## src/rtl/core/telnet_option_negotiator_assert.svh

```systemverilog
// ----------------------------------------------------------------------------
// Telnet option negotiator assertion macros
// Shorthand for the clocked checks written at the end of the top level.
// ----------------------------------------------------------------------------
`ifndef TELNET_OPTION_NEGOTIATOR_ASSERT_SVH
`define TELNET_OPTION_NEGOTIATOR_ASSERT_SVH

// The consequent must hold in the same cycle as the antecedent.
`define TON_ASSERT_SAME(label, ante, cons) \
    label: assert property (@(posedge aclk) disable iff (!aresetn) \
        (ante) |-> (cons)) else $error("telnet negotiator check failed");

// The consequent must hold in the cycle after the antecedent.
`define TON_ASSERT_NEXT(label, ante, cons) \
    label: assert property (@(posedge aclk) disable iff (!aresetn) \
        (ante) |=> (cons)) else $error("telnet negotiator check failed");

`endif

```

## src/rtl/core/ton_pkg.sv

```systemverilog
// ----------------------------------------------------------------------------
// Telnet option negotiator package
// Protocol codes, negotiation states, reply job descriptor and the fixed
// terminal-type reply table used by the emitter.
// ----------------------------------------------------------------------------
package ton_pkg;

    // Telnet command bytes.
    localparam logic [7:0] C_IAC  = 8'd255;
    localparam logic [7:0] C_DONT = 8'd254;
    localparam logic [7:0] C_DO   = 8'd253;
    localparam logic [7:0] C_WONT = 8'd252;
    localparam logic [7:0] C_WILL = 8'd251;
    localparam logic [7:0] C_SB   = 8'd250;
    localparam logic [7:0] C_SE   = 8'd240;

    // Option codes and subnegotiation qualifiers.
    localparam logic [7:0] OPT_TTYPE = 8'd24;
    localparam logic [7:0] OPT_NAWS  = 8'd31;
    localparam logic [7:0] OPT_SGA   = 8'd3;
    localparam logic [7:0] OPT_ECHO  = 8'd1;
    localparam logic [7:0] Q_SEND    = 8'd1;
    localparam logic [7:0] Q_IS      = 8'd0;

    // Reply sequencing: index width and the last index of each reply kind.
    localparam int unsigned IDX_W = 4;
    localparam logic [IDX_W-1:0] DATA_LAST   = 4'd0;
    localparam logic [IDX_W-1:0] REPLY3_LAST = 4'd2;
    localparam logic [IDX_W-1:0] TTYPE_LAST  = 4'd10;

    // Negotiation state.
    typedef enum logic [3:0] {
        ST_DATA    = 4'd0,
        ST_IAC     = 4'd1,
        ST_DO      = 4'd2,
        ST_DONT    = 4'd3,
        ST_WILL    = 4'd4,
        ST_WONT    = 4'd5,
        ST_SBSTART = 4'd6,
        ST_SBIAC   = 4'd7,
        ST_SBBODY  = 4'd8,
        ST_SBTTYPE = 4'd9
    } neg_state_t;

    // Kind of result burst one input item causes.
    typedef enum logic [1:0] {
        JOB_DATA   = 2'd0,
        JOB_REPLY3 = 2'd1,
        JOB_TTYPE  = 2'd2
    } job_kind_t;

    // Burst descriptor handed from the decoder to the emitter.
    // For a data job, verb carries the data byte.
    typedef struct packed {
        job_kind_t  kind;
        logic [7:0] verb;
        logic [7:0] opt;
        logic       flag;
    } job_t;

    // Terminal-type reply: IAC SB TTYPE IS "vt100" IAC SE.
    function automatic logic [7:0] ttype_byte(input logic [IDX_W-1:0] idx);
        logic [7:0] b;
        case (idx)
            4'd0:    b = C_IAC;
            4'd1:    b = C_SB;
            4'd2:    b = OPT_TTYPE;
            4'd3:    b = Q_IS;
            4'd4:    b = 8'h76;
            4'd5:    b = 8'h74;
            4'd6:    b = 8'h31;
            4'd7:    b = 8'h30;
            4'd8:    b = 8'h30;
            4'd9:    b = C_IAC;
            4'd10:   b = C_SE;
            default: b = 8'h00;
        endcase
        return b;
    endfunction

endpackage

```

## src/rtl/core/ton_decoder.sv

```systemverilog
// ----------------------------------------------------------------------------
// Telnet negotiation decoder
// Holds the negotiation state and turns each accepted item into an optional
// result burst descriptor for the emitter.
// ----------------------------------------------------------------------------
module ton_decoder (
    input  logic          aclk,
    input  logic          aresetn,
    input  logic          accept,
    input  logic [7:0]    rx_byte,
    output logic          job_load,
    output ton_pkg::job_t job
);

    ton_pkg::neg_state_t state_reg;
    ton_pkg::neg_state_t state_next;
    logic                has_job;

    // State register, advanced on every accepted item.
    always_ff @(posedge aclk) begin
        if (!aresetn) begin
            state_reg <= ton_pkg::ST_DATA;
        end else if (accept) begin
            state_reg <= state_next;
        end
    end

    // Next state and burst descriptor for the byte on the input.
    always_comb begin
        state_next = ton_pkg::ST_DATA;
        has_job    = 1'b0;
        job.kind   = ton_pkg::JOB_DATA;
        job.verb   = rx_byte;
        job.opt    = rx_byte;
        job.flag   = 1'b0;
        case (state_reg)
            ton_pkg::ST_IAC: begin
                case (rx_byte)
                    ton_pkg::C_DO:   state_next = ton_pkg::ST_DO;
                    ton_pkg::C_DONT: state_next = ton_pkg::ST_DONT;
                    ton_pkg::C_WILL: state_next = ton_pkg::ST_WILL;
                    ton_pkg::C_WONT: state_next = ton_pkg::ST_WONT;
                    ton_pkg::C_SB:   state_next = ton_pkg::ST_SBSTART;
                    ton_pkg::C_IAC: begin
                        // Escaped 0xFF goes to the terminal as data.
                        has_job  = 1'b1;
                        job.verb = ton_pkg::C_IAC;
                    end
                    default: state_next = ton_pkg::ST_DATA;
                endcase
            end
            ton_pkg::ST_DO: begin
                has_job  = 1'b1;
                job.kind = ton_pkg::JOB_REPLY3;
                if (rx_byte inside {ton_pkg::OPT_TTYPE, ton_pkg::OPT_NAWS}) begin
                    job.verb = ton_pkg::C_WILL;
                end else begin
                    job.verb = ton_pkg::C_WONT;
                end
                job.flag = (rx_byte == ton_pkg::OPT_NAWS);
            end
            ton_pkg::ST_DONT, ton_pkg::ST_WONT: begin
                state_next = ton_pkg::ST_DATA;
            end
            ton_pkg::ST_WILL: begin
                has_job  = 1'b1;
                job.kind = ton_pkg::JOB_REPLY3;
                if (rx_byte inside {ton_pkg::OPT_SGA, ton_pkg::OPT_ECHO}) begin
                    job.verb = ton_pkg::C_DO;
                end else begin
                    job.verb = ton_pkg::C_DONT;
                end
            end
            ton_pkg::ST_SBSTART: begin
                if (rx_byte == ton_pkg::OPT_TTYPE) begin
                    state_next = ton_pkg::ST_SBTTYPE;
                end else if (rx_byte == ton_pkg::C_IAC) begin
                    state_next = ton_pkg::ST_SBIAC;
                end else begin
                    state_next = ton_pkg::ST_SBBODY;
                end
            end
            ton_pkg::ST_SBBODY: begin
                state_next = (rx_byte == ton_pkg::C_IAC) ? ton_pkg::ST_SBIAC
                                                         : ton_pkg::ST_SBBODY;
            end
            ton_pkg::ST_SBIAC: begin
                state_next = (rx_byte == ton_pkg::C_SE) ? ton_pkg::ST_DATA
                                                        : ton_pkg::ST_SBBODY;
            end
            ton_pkg::ST_SBTTYPE: begin
                state_next = ton_pkg::ST_SBBODY;
                if (rx_byte == ton_pkg::Q_SEND) begin
                    has_job  = 1'b1;
                    job.kind = ton_pkg::JOB_TTYPE;
                end
            end
            default: begin
                // Data state; unused codes behave the same way.
                if (rx_byte == ton_pkg::C_IAC) begin
                    state_next = ton_pkg::ST_IAC;
                end else begin
                    has_job = 1'b1;
                end
            end
        endcase
    end

    assign job_load = accept && has_job;

endmodule

```

## src/rtl/core/ton_emitter.sv

```systemverilog
// ----------------------------------------------------------------------------
// Telnet result emitter
// Holds one burst descriptor and plays it out one item per cycle into the
// output register, under backpressure from the result channel.
// ----------------------------------------------------------------------------
module ton_emitter (
    input  logic          aclk,
    input  logic          aresetn,
    input  logic          job_load,
    input  ton_pkg::job_t job_in,
    output logic          job_ready,
    output logic          m_tvalid,
    input  logic          m_tready,
    output logic [7:0]    m_tdata,
    output logic [1:0]    m_tuser,
    output logic          m_tlast
);

    logic                      job_valid_reg;
    ton_pkg::job_t             job_reg;
    logic [ton_pkg::IDX_W-1:0] idx_reg;
    logic                      out_valid_reg;
    logic [7:0]                out_byte_reg;
    logic                      out_srv_reg;
    logic                      out_naws_reg;
    logic                      out_last_reg;

    logic                      out_free;
    logic                      advance;
    logic                      is_last;
    logic                      job_done;
    logic [7:0]                byte_next;
    logic                      srv_next;
    logic                      naws_next;

    // Handshake bookkeeping between the job slot and the output register.
    assign out_free  = !out_valid_reg || m_tready;
    assign advance   = job_valid_reg && out_free;
    assign job_done  = advance && is_last;
    assign job_ready = !job_valid_reg || job_done;

    // Select the byte at the current index of the burst.
    always_comb begin
        byte_next = job_reg.verb;
        srv_next  = 1'b1;
        naws_next = 1'b0;
        is_last   = 1'b1;
        case (job_reg.kind)
            ton_pkg::JOB_REPLY3: begin
                is_last = (idx_reg == ton_pkg::REPLY3_LAST);
                case (idx_reg)
                    4'd0: begin
                        byte_next = ton_pkg::C_IAC;
                        naws_next = job_reg.flag;
                    end
                    4'd1:    byte_next = job_reg.verb;
                    default: byte_next = job_reg.opt;
                endcase
            end
            ton_pkg::JOB_TTYPE: begin
                is_last   = (idx_reg == ton_pkg::TTYPE_LAST);
                byte_next = ton_pkg::ttype_byte(idx_reg);
            end
            default: begin
                srv_next = 1'b0;
                is_last  = (idx_reg == ton_pkg::DATA_LAST);
            end
        endcase
    end

    // Job slot and burst index.
    always_ff @(posedge aclk) begin
        if (!aresetn) begin
            job_valid_reg <= 1'b0;
            idx_reg       <= '0;
        end else if (job_load) begin
            job_valid_reg <= 1'b1;
            idx_reg       <= '0;
        end else if (job_done) begin
            job_valid_reg <= 1'b0;
        end else if (advance) begin
            idx_reg <= idx_reg + 1'b1;
        end
    end

    // Descriptor payload needs no reset.
    always_ff @(posedge aclk) begin
        if (job_load) begin
            job_reg <= job_in;
        end
    end

    // Output register.
    always_ff @(posedge aclk) begin
        if (!aresetn) begin
            out_valid_reg <= 1'b0;
        end else if (advance) begin
            out_valid_reg <= 1'b1;
        end else if (m_tready) begin
            out_valid_reg <= 1'b0;
        end
    end

    always_ff @(posedge aclk) begin
        if (advance) begin
            out_byte_reg <= byte_next;
            out_srv_reg  <= srv_next;
            out_naws_reg <= naws_next;
            out_last_reg <= is_last;
        end
    end

    assign m_tvalid = out_valid_reg;
    assign m_tdata  = out_byte_reg;
    assign m_tuser  = {out_naws_reg, out_srv_reg};
    assign m_tlast  = out_last_reg;

endmodule

```

## src/rtl/core/telnet_option_negotiator.sv

```systemverilog
// ----------------------------------------------------------------------------
// Telnet option negotiator
// Tracks telnet option negotiation on received bytes and produces terminal
// data and reply bytes for the server.
// ----------------------------------------------------------------------------
// Usage:
// The s_ channel takes one received byte per item. The m_ channel gives
// result items: tdata is the byte, tuser[0] marks a reply to the server
// (clear for terminal data), tuser[1] marks the first byte of the WILL NAWS
// reply, and tlast marks the final item caused by one input byte.
// An accepted byte passes the sequencer slot and then the output register
// before its first result item. Data bytes and consumed command bytes go at
// one item per cycle while the receiver keeps up. A byte that causes a
// three-byte reply or a terminal-type SEND request holds the input until
// the single reply sequencer, one item per cycle unless stalled, is done.
// After reset the block is in the data state with no result pending.
// When the receiver stalls, the output register holds its item, the
// sequencer waits, and s_tready drops once the sequencer slot is occupied.
// ----------------------------------------------------------------------------
`include "telnet_option_negotiator_assert.svh"

module telnet_option_negotiator (
    input  logic       aclk,
    input  logic       aresetn,
    input  logic       s_tvalid,
    output logic       s_tready,
    input  logic [7:0] s_tdata,   // [7:0] rx_byte
    output logic       m_tvalid,
    input  logic       m_tready,
    output logic [7:0] m_tdata,   // [7:0] out_byte
    output logic [1:0] m_tuser,   // [0] to_server, [1] naws_agreed
    output logic       m_tlast
);

    logic          s_accept;
    logic          job_load;
    logic          job_ready;
    ton_pkg::job_t job;

    assign s_accept = s_tvalid && s_tready;
    assign s_tready = job_ready;

    // Negotiation state and burst decode.
    ton_decoder u_decoder (
        .aclk     (aclk),
        .aresetn  (aresetn),
        .accept   (s_accept),
        .rx_byte  (s_tdata),
        .job_load (job_load),
        .job      (job)
    );

    // Burst playout and output register.
    ton_emitter u_emitter (
        .aclk      (aclk),
        .aresetn   (aresetn),
        .job_load  (job_load),
        .job_in    (job),
        .job_ready (job_ready),
        .m_tvalid  (m_tvalid),
        .m_tready  (m_tready),
        .m_tdata   (m_tdata),
        .m_tuser   (m_tuser),
        .m_tlast   (m_tlast)
    );

    // The NAWS flag only rides on the leading IAC of a server reply.
    `TON_ASSERT_SAME(a_naws_on_reply_iac, m_tvalid && m_tuser[1], m_tuser[0] && m_tdata == ton_pkg::C_IAC)

    // Terminal data is always a single-item result.
    `TON_ASSERT_SAME(a_data_single, m_tvalid && !m_tuser[0], m_tlast)

    // A reply burst continues without a gap once an inner item is taken.
    `TON_ASSERT_NEXT(a_burst_gapless, m_tvalid && m_tready && !m_tlast, m_tvalid)

endmodule

```

## config.mk

```make
export PLATFORM = sky130hd
export DESIGN_NAME = telnet_option_negotiator
export DESIGN_NICKNAME = d
export VERILOG_FILES = /design/src/rtl/core/ton_pkg.sv /design/src/rtl/core/ton_decoder.sv /design/src/rtl/core/ton_emitter.sv /design/src/rtl/core/telnet_option_negotiator.sv
export VERILOG_INCLUDE_DIRS = /design/src /design/src/rtl/core
export SDC_FILE = /design/constraint.sdc
export NUM_CORES = 1
export LEC_CHECK = 0
export BUFFER_PORTS_ARGS = -buffer_cell sky130_fd_sc_hd__buf_2
export CAP_MARGIN = 20
export CORE_MARGIN = 4
export CORE_UTILIZATION = 50
export CTS_CLUSTER_SIZE = 40
export DETAILED_ROUTE_END_ITERATION = 16
export GPL_TIMING_DRIVEN = 1
export PLACE_DENSITY_LB_ADDON = 0.1
export SYNTH_ARGS = -nofsm -noshare
export SYNTH_HDL_FRONTEND = slang
export SYNTH_HIERARCHICAL = 1
export SYNTH_SLANG_ARGS = --single-unit
```

## constraint.sdc

```tcl
create_clock -name aclk -period 5.1 [get_ports aclk]
set_input_delay 0.51 -clock aclk [delete_from_list [all_inputs] [get_ports aclk]]
set_output_delay 0.51 -clock aclk [all_outputs]
set_load 0.05 [all_outputs]
```

==> results.ini, run 1 <==
[timing]
finalMaxSlewViolations=0
headroom_to_the_max_slew_limit=0.3606
worst_clock_skew_ns=0.007193
setup-violations-final=0
timing.hold.ws_ns=0.4389
post-route-min-period_ns=3.794
setup_total_negative_slack_ns=0
post-route-period-util=0.7440
maxClockFrequency_mhz=263.6
finalHoldViolCount=0
grt_setup_unrepaired=no
max_slew.worst_pin.slew_ns=0.9555

[critical_path]
critical_path.startpoint_type=flop
worstPathRequired_ns=5.27
crit_arrival_ns=3.96
setup.reg_to_reg.worst_slack_ns=1.31
crit-reg2reg-launch=u_emitter/job_reg[18]
reg2reg_depth=13
worstPathCellList=ha_1, nand2b_1, o22a_2, o31ai_1, and2_1, o31a_1, buf_4, nand2b_1, a21oi_1, inv_1, ha_1, nor3_1, a311oi_1
crit_start=u_emitter/job_reg[18]
setup.worst_path.end_class=flop
critPathMaxFanout=22
slowest_stage=nand2b_1
critPathMaxStageDelay_ns=0.42
critical_path_class=flop to flop

[clock_tree]
tritoncts=done
clock_sinks=48
clock_edge_transition_at_the_registers_on_the_reported_setup_and_hold_paths_ns=0.09
cts-hold-fix-buffers=0
worstSkewPairLatency_ns=0.30
numCtsBuffers=5
cts_root_buf=clkbuf_8
cts_setup_buffers=0
cts_max_path_buffers=2
cts.repair.resized=0
cts_htree_levels=2

[finish]
num_antenna_cells=0
finalNetCount=289
flow.area_growth_from_synthesis_pct=6.922
final_layout_size_suffix_gt1_frac=0.1741

[floorplanning]
num_io_pins=25
floorplan.die.height_um=81.15
start_util=0.5204
die_width_um=81.15
row_count=26
die_area_um2=6585
placeableCoreArea_um2=5140

[yosys]
syn-num-nets=280
synth.area.top_cells=edfxtp_1 34%, dfxtp_1 13%, ha_1 3.7%
synth_top_area_frac=0.3368
synth_area_per_cell_um2=10.29
synth-edff-count=30
synth_area_leader_cell=edfxtp_1
synth.most_common_cell=edfxtp_1
synth-seq-area-share=0.4715
netlist_area_um2=2675
synthesis.instances=260
synth_cell_type_count=57
ys_ff_latch=48
synthTopCellsByCount=30 x edfxtp_1, 20 x nand2_1, 18 x dfxtp_1
share_of_async_settable_or_async_resettable_flops_after_synthesis=0
yosys_most_used_dff=edfxtp_1
ys.warnings.count=6

[routing]
routed-via-count=1988
detail_route.iter0.violations=93
drtPass1Iterations=4
via_per_inst=5.847
antenna_left=0
postRouteWirelength_um=5416
drt_drc_violations_left=0
detail_route.wl_per_cell_um=15.93

[placement]
portBuffers=24
place_congestion=0.9539
dp_hpwl_um=4052

[min_path]
hold_path_startpoint=s_tdata[7]
type_of_the_tightest_min_delay_check=primary input to flop
worst_hold_path.num_cells=1
hold_path_end=u_emitter/job_reg[8]

[global_route]
overflow=0
antenna_violations_before_repair=0
first_pass_grt_wire_length_um=8783
pin_count_of_the_biggest_net_entering_global_routing=23
first_global_vias=1746
grt_usage=0.1767

[power]
power_per_cell_area_nw_per_um2=286.5
peakVddDrop_v=0.0001638
p_leak_uw=0.001016
p_total_uw=819.6

[outcome]
outcome=finished clean

[flow_run]
max_cap_violations=0

## logic make-up after synthesis
family | synth area share
AO/OA/AOI/OAI | 0.2110
XOR/XNOR | 0.006549
multiplexers | 0.01637
AND/OR/NAND/NOR | 0.1894
flip-flops | 0.4715
adder cells (fa/ha/maj) | 0.03742
buffers and inverters | 0.06782
## how the worst max path moves through the flow
stage | endpoint | slack (ns) | depth (start not counted)
after global placement | flop | 1.45 | 13
after CTS | flop | 1.35 | 16
after global routing | flop | 0.98 | 13
final | flop | 1.31 | 13
after floorplan | flop | 0.30 | 17
after detailed placement | flop | 1.40 | 16
## critical path, delay by kind of cell (launching register included)
| family | cells | cell delay [ns] |
|---|---|---|
| adder cells (fa/ha/maj) | 2 | 0.59 |
| buffers and inverters | 2 | 0.39 |
| AO/OA/AOI/OAI | 5 | 1.25 |
| AND/OR/NAND/NOR | 4 | 1.00 |
| flip-flops | 1 | 0.41 |
## cell type report
cell class              instances  area, µm²
fillers                       465       2280
flip-flops and latches         48       1261
multi-input cells             176       1232
repair buffers                 25      127.6
clock buffers                   7      97.59
well taps                      70      87.58
inverters                      13      48.80
clock inverters                 1      5.005
## cell usage in the layout (no fill, tap or decap), drive strengths merged, types with 6 or more instances in the layout
| cell | n |
|---|---|
| nand2 | 20 |
| o2bb2ai | 8 |
| o21ai | 14 |
| nor2 | 12 |
| inv | 13 |
| ha | 8 |
| buf | 25 |
| nand3b | 6 |
| a2bb2oi | 6 |
| edfxtp | 30 |
| nand3 | 7 |
| a21oi | 13 |
| clkbuf | 7 |
| nor3 | 6 |
| dfxtp | 18 |
| nand2b | 9 |
## per-stage QoR
step	std cells	setup WS, ns	area, µm²	utilization
2_1_floorplan	260	0.3020	2675	-
3_3_place_gp	332	1.453	2758	0.5365
3_5_place_dp	332	1.401	2758	0.5365
4_1_cts	340	1.353	2860	0.5565
5_1_grt	340	0.9751	2860	0.5565
6_report	340	1.306	2860	0.5565
## metal layers
layer / GRT usage / up-vias / share of wire
met2: 0.2586 / 69 / 0.44
met1: 0.2582 / 928 / 0.48
met5: 0 / - / 0
met3: 0.03659 / 7 / 0.065
li1: - / 984 / -
met4: 0.06081 / 0 / 0.016
## where the power goes
part	switching, µW	internal [µW]
registers	7.86	438
clock network	125	126
logic	83.4	39.3
Power figures use the tool's default switching activity.
==> inputs of run 2 (changes only) <==
==> constraint.sdc (replaced) <==
create_clock -name aclk -period 3.5 [get_ports aclk]
set_input_delay 0.35 -clock aclk [delete_from_list [all_inputs] [get_ports aclk]]
set_output_delay 0.35 -clock aclk [all_outputs]
set_load 0.05 [all_outputs]
==> run 2 against run 1 <==
Against the previous run:
- wire length increased by 2.0%
- register-to-register slack got worse by 1.0 ns
- fmax grew 19%
- critical path type unchanged
- highest routed layer unchanged
==> results.ini, run 2 (same netlist as run 1, synthesis figures left out) <==
[placement]
dp_slack_ns=0.2197
postPlaceCellArea_um2=2820
place.detailed.instances=337
portBuffers=24
dp_hpwl_um=4200
place_congestion=0.9593

[critical_path]
critical_path.startpoint_type=flop
crit_start=u_emitter/job_reg[17]
crit_arrival_ns=3.37
critical_path_class=flop to flop
reg2reg_depth=15
crit-reg2reg-launch=u_emitter/job_reg[17]
critPathMaxFanout=9
worstPathRequired_ns=3.68
setup.reg_to_reg.worst_slack_ns=0.30
setup.worst_path.end_class=flop

[timing]
finalMaxSlewViolations=0
grt_setup_unrepaired=no
setup_total_negative_slack_ns=0
max_slew.worst_pin.slew_ns=0.9779
post-route-period-util=0.9134
headroom_to_the_max_slew_limit=0.3457
maxClockFrequency_mhz=312.8
finalHoldViolCount=0
post-route-min-period_ns=3.197
worst_clock_skew_ns=0.002591
final.setup.worst_slack_ns=0.3030
setup-violations-final=0

[global_route]
overflow=0
grt_usage=0.1780
first_pass_grt_wire_length_um=8970
antenna_violations_before_repair=0
first_global_vias=1738
pin_count_of_the_biggest_net_entering_global_routing=22

[power]
comb_power_share=0.149
power.share.sequential=0.519
p_total_uw=1253
p_leak_uw=0.001055
power_per_cell_area_nw_per_um2=424.6
p_switching_uw=319.3
clockPowerShare=0.332
power_report.internal_total_uw=933.8
peakVddDrop_v=0.0002564
swShare=0.2548

[finish]
layout.cells.non_filler=345
most_common_cell_after_layout_fill_and_taps_aside=edfxtp_1
flow.area_growth_from_synthesis_pct=10.34
final_layout_size_suffix_gt1_frac=0.2145
num_antenna_cells=0
fillCellCount=483
layout.cells.most_common_list=30 x edfxtp_1, 24 x buf_2, 20 x nand2_1
layout.cell_area.non_filler_um2=2952
multi_input_comb_area_um2=1267
finalNetCount=294
layout.area.seq_um2=1261

[routing]
postRouteWirelength_um=5527
drtPass1Iterations=4
antenna_left=0
drt_drc_violations_left=0
detail_route.wl_per_cell_um=16.02
via_per_inst=5.849
detail_route.iter0.violations=96
routed-via-count=2018

[floorplanning]
die_width_um=81.15
die_area_um2=6585
placeableCoreArea_um2=5140
start_util=0.5204
num_io_pins=25
row_count=26
floorplan.die.height_um=81.15

[clock_tree]
cts_root_buf=clkbuf_8
cts_htree_levels=2
worstSkewPairLatency_ns=0.29
clock_sinks=48
tritoncts=done
cts_max_path_buffers=2
numCtsBuffers=5
clock_edge_transition_at_the_registers_on_the_reported_setup_and_hold_paths_ns=0.09

[flow_run]
max_cap_violations=0

[outcome]
outcome=finished clean

[min_path]
type_of_the_tightest_min_delay_check=primary input to flop

==> run 2: per-stage QoR <==
stage,hold slack [ns],utilization
finish,0.2878,0.5742
global placement,0.5776,0.5487
CTS,0.2736,0.5723
floorplan,0.4934,-
global route,0.2773,0.5742
detailed placement,0.5688,0.5487
==> run 2: area by class of cell <==
| class | count | area share |
|---|---|---|
| Timing Repair Buffer | 30 | 0.05596 |
| Clock buffer | 6 | 0.02798 |
| Tap cell | 70 | 0.02967 |
| Inverter | 13 | 0.01653 |
| Multi-Input combinational cell | 176 | 0.4294 |
| Clock inverter | 2 | 0.01314 |
| Sequential cell | 48 | 0.4273 |
==> run 2: worst min path at each step <==
stage / from / end / cells after the start
global placement: flop / u_emitter/m_tdata[5] / 2
CTS: s_tdata[7] / u_emitter/job_reg[8] / 1
finish: s_tdata[7] / u_emitter/job_reg[8] / 1
detailed placement: u_emitter/m_tvalid / u_emitter/m_tvalid / 2
global route: s_tdata[7] / u_emitter/job_reg[8] / 1
floorplan: aresetn / u_decoder/state_reg[3] / 2
==> run 2: layer usage <==
| metal | vias up | routed length [µm] | global-route usage | part of all wire |
|---|---|---|---|---|
| li1 | 1003 | - | - | - |
| met1 | 951 | 2776 | 0.2628 | 0.50 |
| met2 | 61 | 2439 | 0.2660 | 0.44 |
| met3 | 3 | 294 | 0.03880 | 0.053 |
| met4 | 0 | 17 | 0.04054 | 0.0031 |
| met5 | - | 0 | 0 | 0 |
==> run 2: worst max-delay path: stages (launching register included) <==
cell and delay [ns]:
edfxtp_1 0.41, inv_1 0.08, ha_2 0.26, xor2_1 0.26, o22a_2 0.27, o31ai_4 0.10, and2_4 0.19, o31a_4 0.11
nand2b_1 0.25, a21oi_2 0.19, inv_1 0.08, ha_1 0.23, nor4_1 0.26, nand2_1 0.08, a41oi_1 0.22, o21ai_1 0.09
==> run 2: power by group through the flow <==
stage          Sequential (µW)  Clock (µW)  Combinational (µW)
6_report                   650         416                 186
5_1_grt                    653         448                 202
2_1_floorplan              694           0                 115
3_5_place_dp               664           0                 185
4_1_cts                    651         428                 186
3_3_place_gp               663           0                 183
==> run 2: timing repair <==
item                       CTS  global route
setup buffers                0             0
setup endpoints to repair    0             1
hold buffers                 0             0
gates resized for setup      0             3
==> inputs of run 3 (changes only) <==
--- a/config.mk
+++ b/config.mk
@@ -9,7 +9,7 @@
 export BUFFER_PORTS_ARGS = -buffer_cell sky130_fd_sc_hd__buf_2
 export CAP_MARGIN = 20
 export CORE_MARGIN = 4
-export CORE_UTILIZATION = 50
+export CORE_UTILIZATION = 59
 export CTS_CLUSTER_SIZE = 40
 export DETAILED_ROUTE_END_ITERATION = 16
 export GPL_TIMING_DRIVEN = 1
==> constraint.sdc (replaced) <==
create_clock -name aclk -period 3.28 [get_ports aclk]
set_input_delay 0.328 -clock aclk [delete_from_list [all_inputs] [get_ports aclk]]
set_output_delay 0.328 -clock aclk [all_outputs]
set_load 0.05 [all_outputs]
==> run 3 against run 2 <==
Against the previous run:
- power fell by 0.64%
- sequential share of layout area barely moved
- via count fell by 0.30%
- wire length fell by 2.2%
- clock-buffer cell count rose by 1
- first-iteration DRC count rose by 40%
- largest cell class unchanged
- largest power group unchanged
- highest routed layer unchanged
==> results.ini, run 3 (same netlist as run 1, synthesis figures left out) <==
[routing]
postRouteWirelength_um=5406
drt_drc_violations_left=0
detail_route.wl_per_cell_um=16.43
routed-via-count=2012
drtPass1Iterations=5
via_per_inst=6.116
antenna_left=0
detail_route.iter0.violations=134

[finish]
num_antenna_cells=0
layout.area.seq_um2=1261
layout.cells.most_common_list=30 x edfxtp_1, 24 x buf_2, 19 x nand2_1
most_common_cell_after_layout_fill_and_taps_aside=edfxtp_1
flow.area_growth_from_synthesis_pct=10.29
fillCellCount=337
finalNetCount=296
final_layout_size_suffix_gt1_frac=0.2274
multi_input_comb_area_um2=1305

[timing]
finalMaxSlewViolations=0
headroom_to_the_max_slew_limit=0.4518
timing.hold.ws_ns=0.2679
post-route-min-period_ns=3.103
worst_clock_skew_ns=0.009880
setup-violations-final=0
post-route-period-util=0.9459
grt_setup_unrepaired=no
max_slew.worst_pin.slew_ns=0.8193
finalHoldViolCount=0
maxClockFrequency_mhz=322.3

[power]
p_switching_uw=324.0
p_total_uw=1245
power_per_cell_area_nw_per_um2=422.0
swShare=0.2603
power_report.internal_total_uw=921.0
comb_power_share=0.164
clockPowerShare=0.277
p_leak_uw=0.001065
peakVddDrop_v=0.0002323
power.share.sequential=0.558

[global_route]
pin_count_of_the_biggest_net_entering_global_routing=20
antenna_violations_before_repair=0
overflow=0
first_global_vias=1823
grt_usage=0.2038
first_pass_grt_wire_length_um=8631

[clock_tree]
tritoncts=done
clock_edge_transition_at_the_registers_on_the_reported_setup_and_hold_paths_ns=0.08
cts_setup_buffers=0
cts_root_buf=clkbuf_8
cts_max_path_buffers=2
clock_sinks=48
numCtsBuffers=5
cts_htree_levels=2
worstSkewPairLatency_ns=0.29

[critical_path]
setup.reg_to_reg.worst_slack_ns=0.18
reg2reg_depth=15
setup.worst_path.end_class=flop
crit_arrival_ns=3.27
critical_path_class=flop to flop
critical_path.startpoint_type=flop
crit_start=u_emitter/job_reg[17]
critPathMaxFanout=9
crit-reg2reg-launch=u_emitter/job_reg[17]
critical_path.most_common_cell=inv_1
worstPathRequired_ns=3.45
worstPathCellList=inv_1, ha_2, xor2_1, o22a_4, o31ai_4, and2_4, o31a_4, nand2b_4, a21oi_2, inv_1, ha_4, nor4_1, nand2_1, a41oi_1, o21ai_1
slowest_stage=edfxtp_1
critPathMaxStageDelay_ns=0.41

[placement]
place_congestion=0.9735
portBuffers=24
dp_hpwl_um=4139

[flow_run]
max_cap_violations=0

[floorplanning]
die_width_um=75.34
num_io_pins=25
start_util=0.6102
floorplan.die.height_um=75.34
row_count=24
placeableCoreArea_um2=4384
die_area_um2=5675

[min_path]
hold_path_startpoint=s_tdata[7]
worst_hold_path.num_cells=1
type_of_the_tightest_min_delay_check=primary input to flop
hold_path_end=u_emitter/job_reg[8]

[outcome]
outcome=finished clean

==> run 3: cell types whose count changed in the layout (fill, tap and decap cells not counted), sizes merged <==
cell / before / now
buf: 30 / 32
bufinv: 1 / 0
clkbuf: 6 / 7
==> run 3: through the flow <==
| step | instances | setup TNS, ns | area (µm²) | util | setup slack (ns) |
|---|---|---|---|---|---|
| finish | 329 | 0 | 2950 | 0.6729 | 0.1774 |
| global route | 329 | 0 | 2950 | 0.6729 | 0.05668 |
| CTS | 329 | 0 | 2948 | 0.6724 | 0.1583 |
| detailed placement | 321 | 0 | 2858 | 0.6518 | 0.1833 |
| global placement | 321 | 0 | 2858 | 0.6518 | 0.3320 |
| floorplan | 260 | -0.1087 | 2763 | - | -0.06975 |
==> run 3: critical path: cells and delay by family, from the launching register on <==
family          cells  cell delay [ns]
compound gates      6             0.91
simple gates        4             0.73
fa+ha+maj           2             0.44
flops               1             0.41
xor+xnor            1             0.30
buf+inv             2             0.18
==> run 3: how the worst max path moves through the flow <==
stage / to / depth (start not counted) / slack [ns]
after floorplan: flop / 17 / -0.07
after global placement: flop / 15 / 0.33
after detailed placement: flop / 15 / 0.18
after CTS: flop / 15 / 0.16
after global routing: flop / 15 / 0.06
final: flop / 15 / 0.18
==> run 3: power groups by stage <==
stage	sequential [µW]	combinational [µW]	clock, µW
final	695	205	345
after global routing	698	223	376
after CTS	695	204	359
after detailed placement	709	204	0
after global placement	708	201	0
after floorplan	741	133	0
==> run 3: layout make-up <==
type | instances | share of cell area
clock inverter | 1 | 0.001272
inverter | 13 | 0.01654
timing repair buffer | 32 | 0.06107
tap | 52 | 0.02205
multi-input combinational | 176 | 0.4423
clock buffer | 7 | 0.02926
sequential | 48 | 0.4275
==> run 3: per-layer routing <==
| layer | vias up | part of all wire | wire [µm] | global-route usage |
|---|---|---|---|---|
| met5 | - | 0 | 0 | 0 |
| met4 | 0 | 0.012 | 66 | 0.06990 |
| met3 | 4 | 0.079 | 429 | 0.05937 |
| met2 | 78 | 0.46 | 2508 | 0.3116 |
| met1 | 933 | 0.44 | 2400 | 0.2780 |
| li1 | 997 | - | - | - |
==> run 3: what timing repair did <==
action | in CTS | in global routing
hold buffers | 0 | 0
gates resized for setup | 0 | 1
setup endpoints to repair | 0 | 1
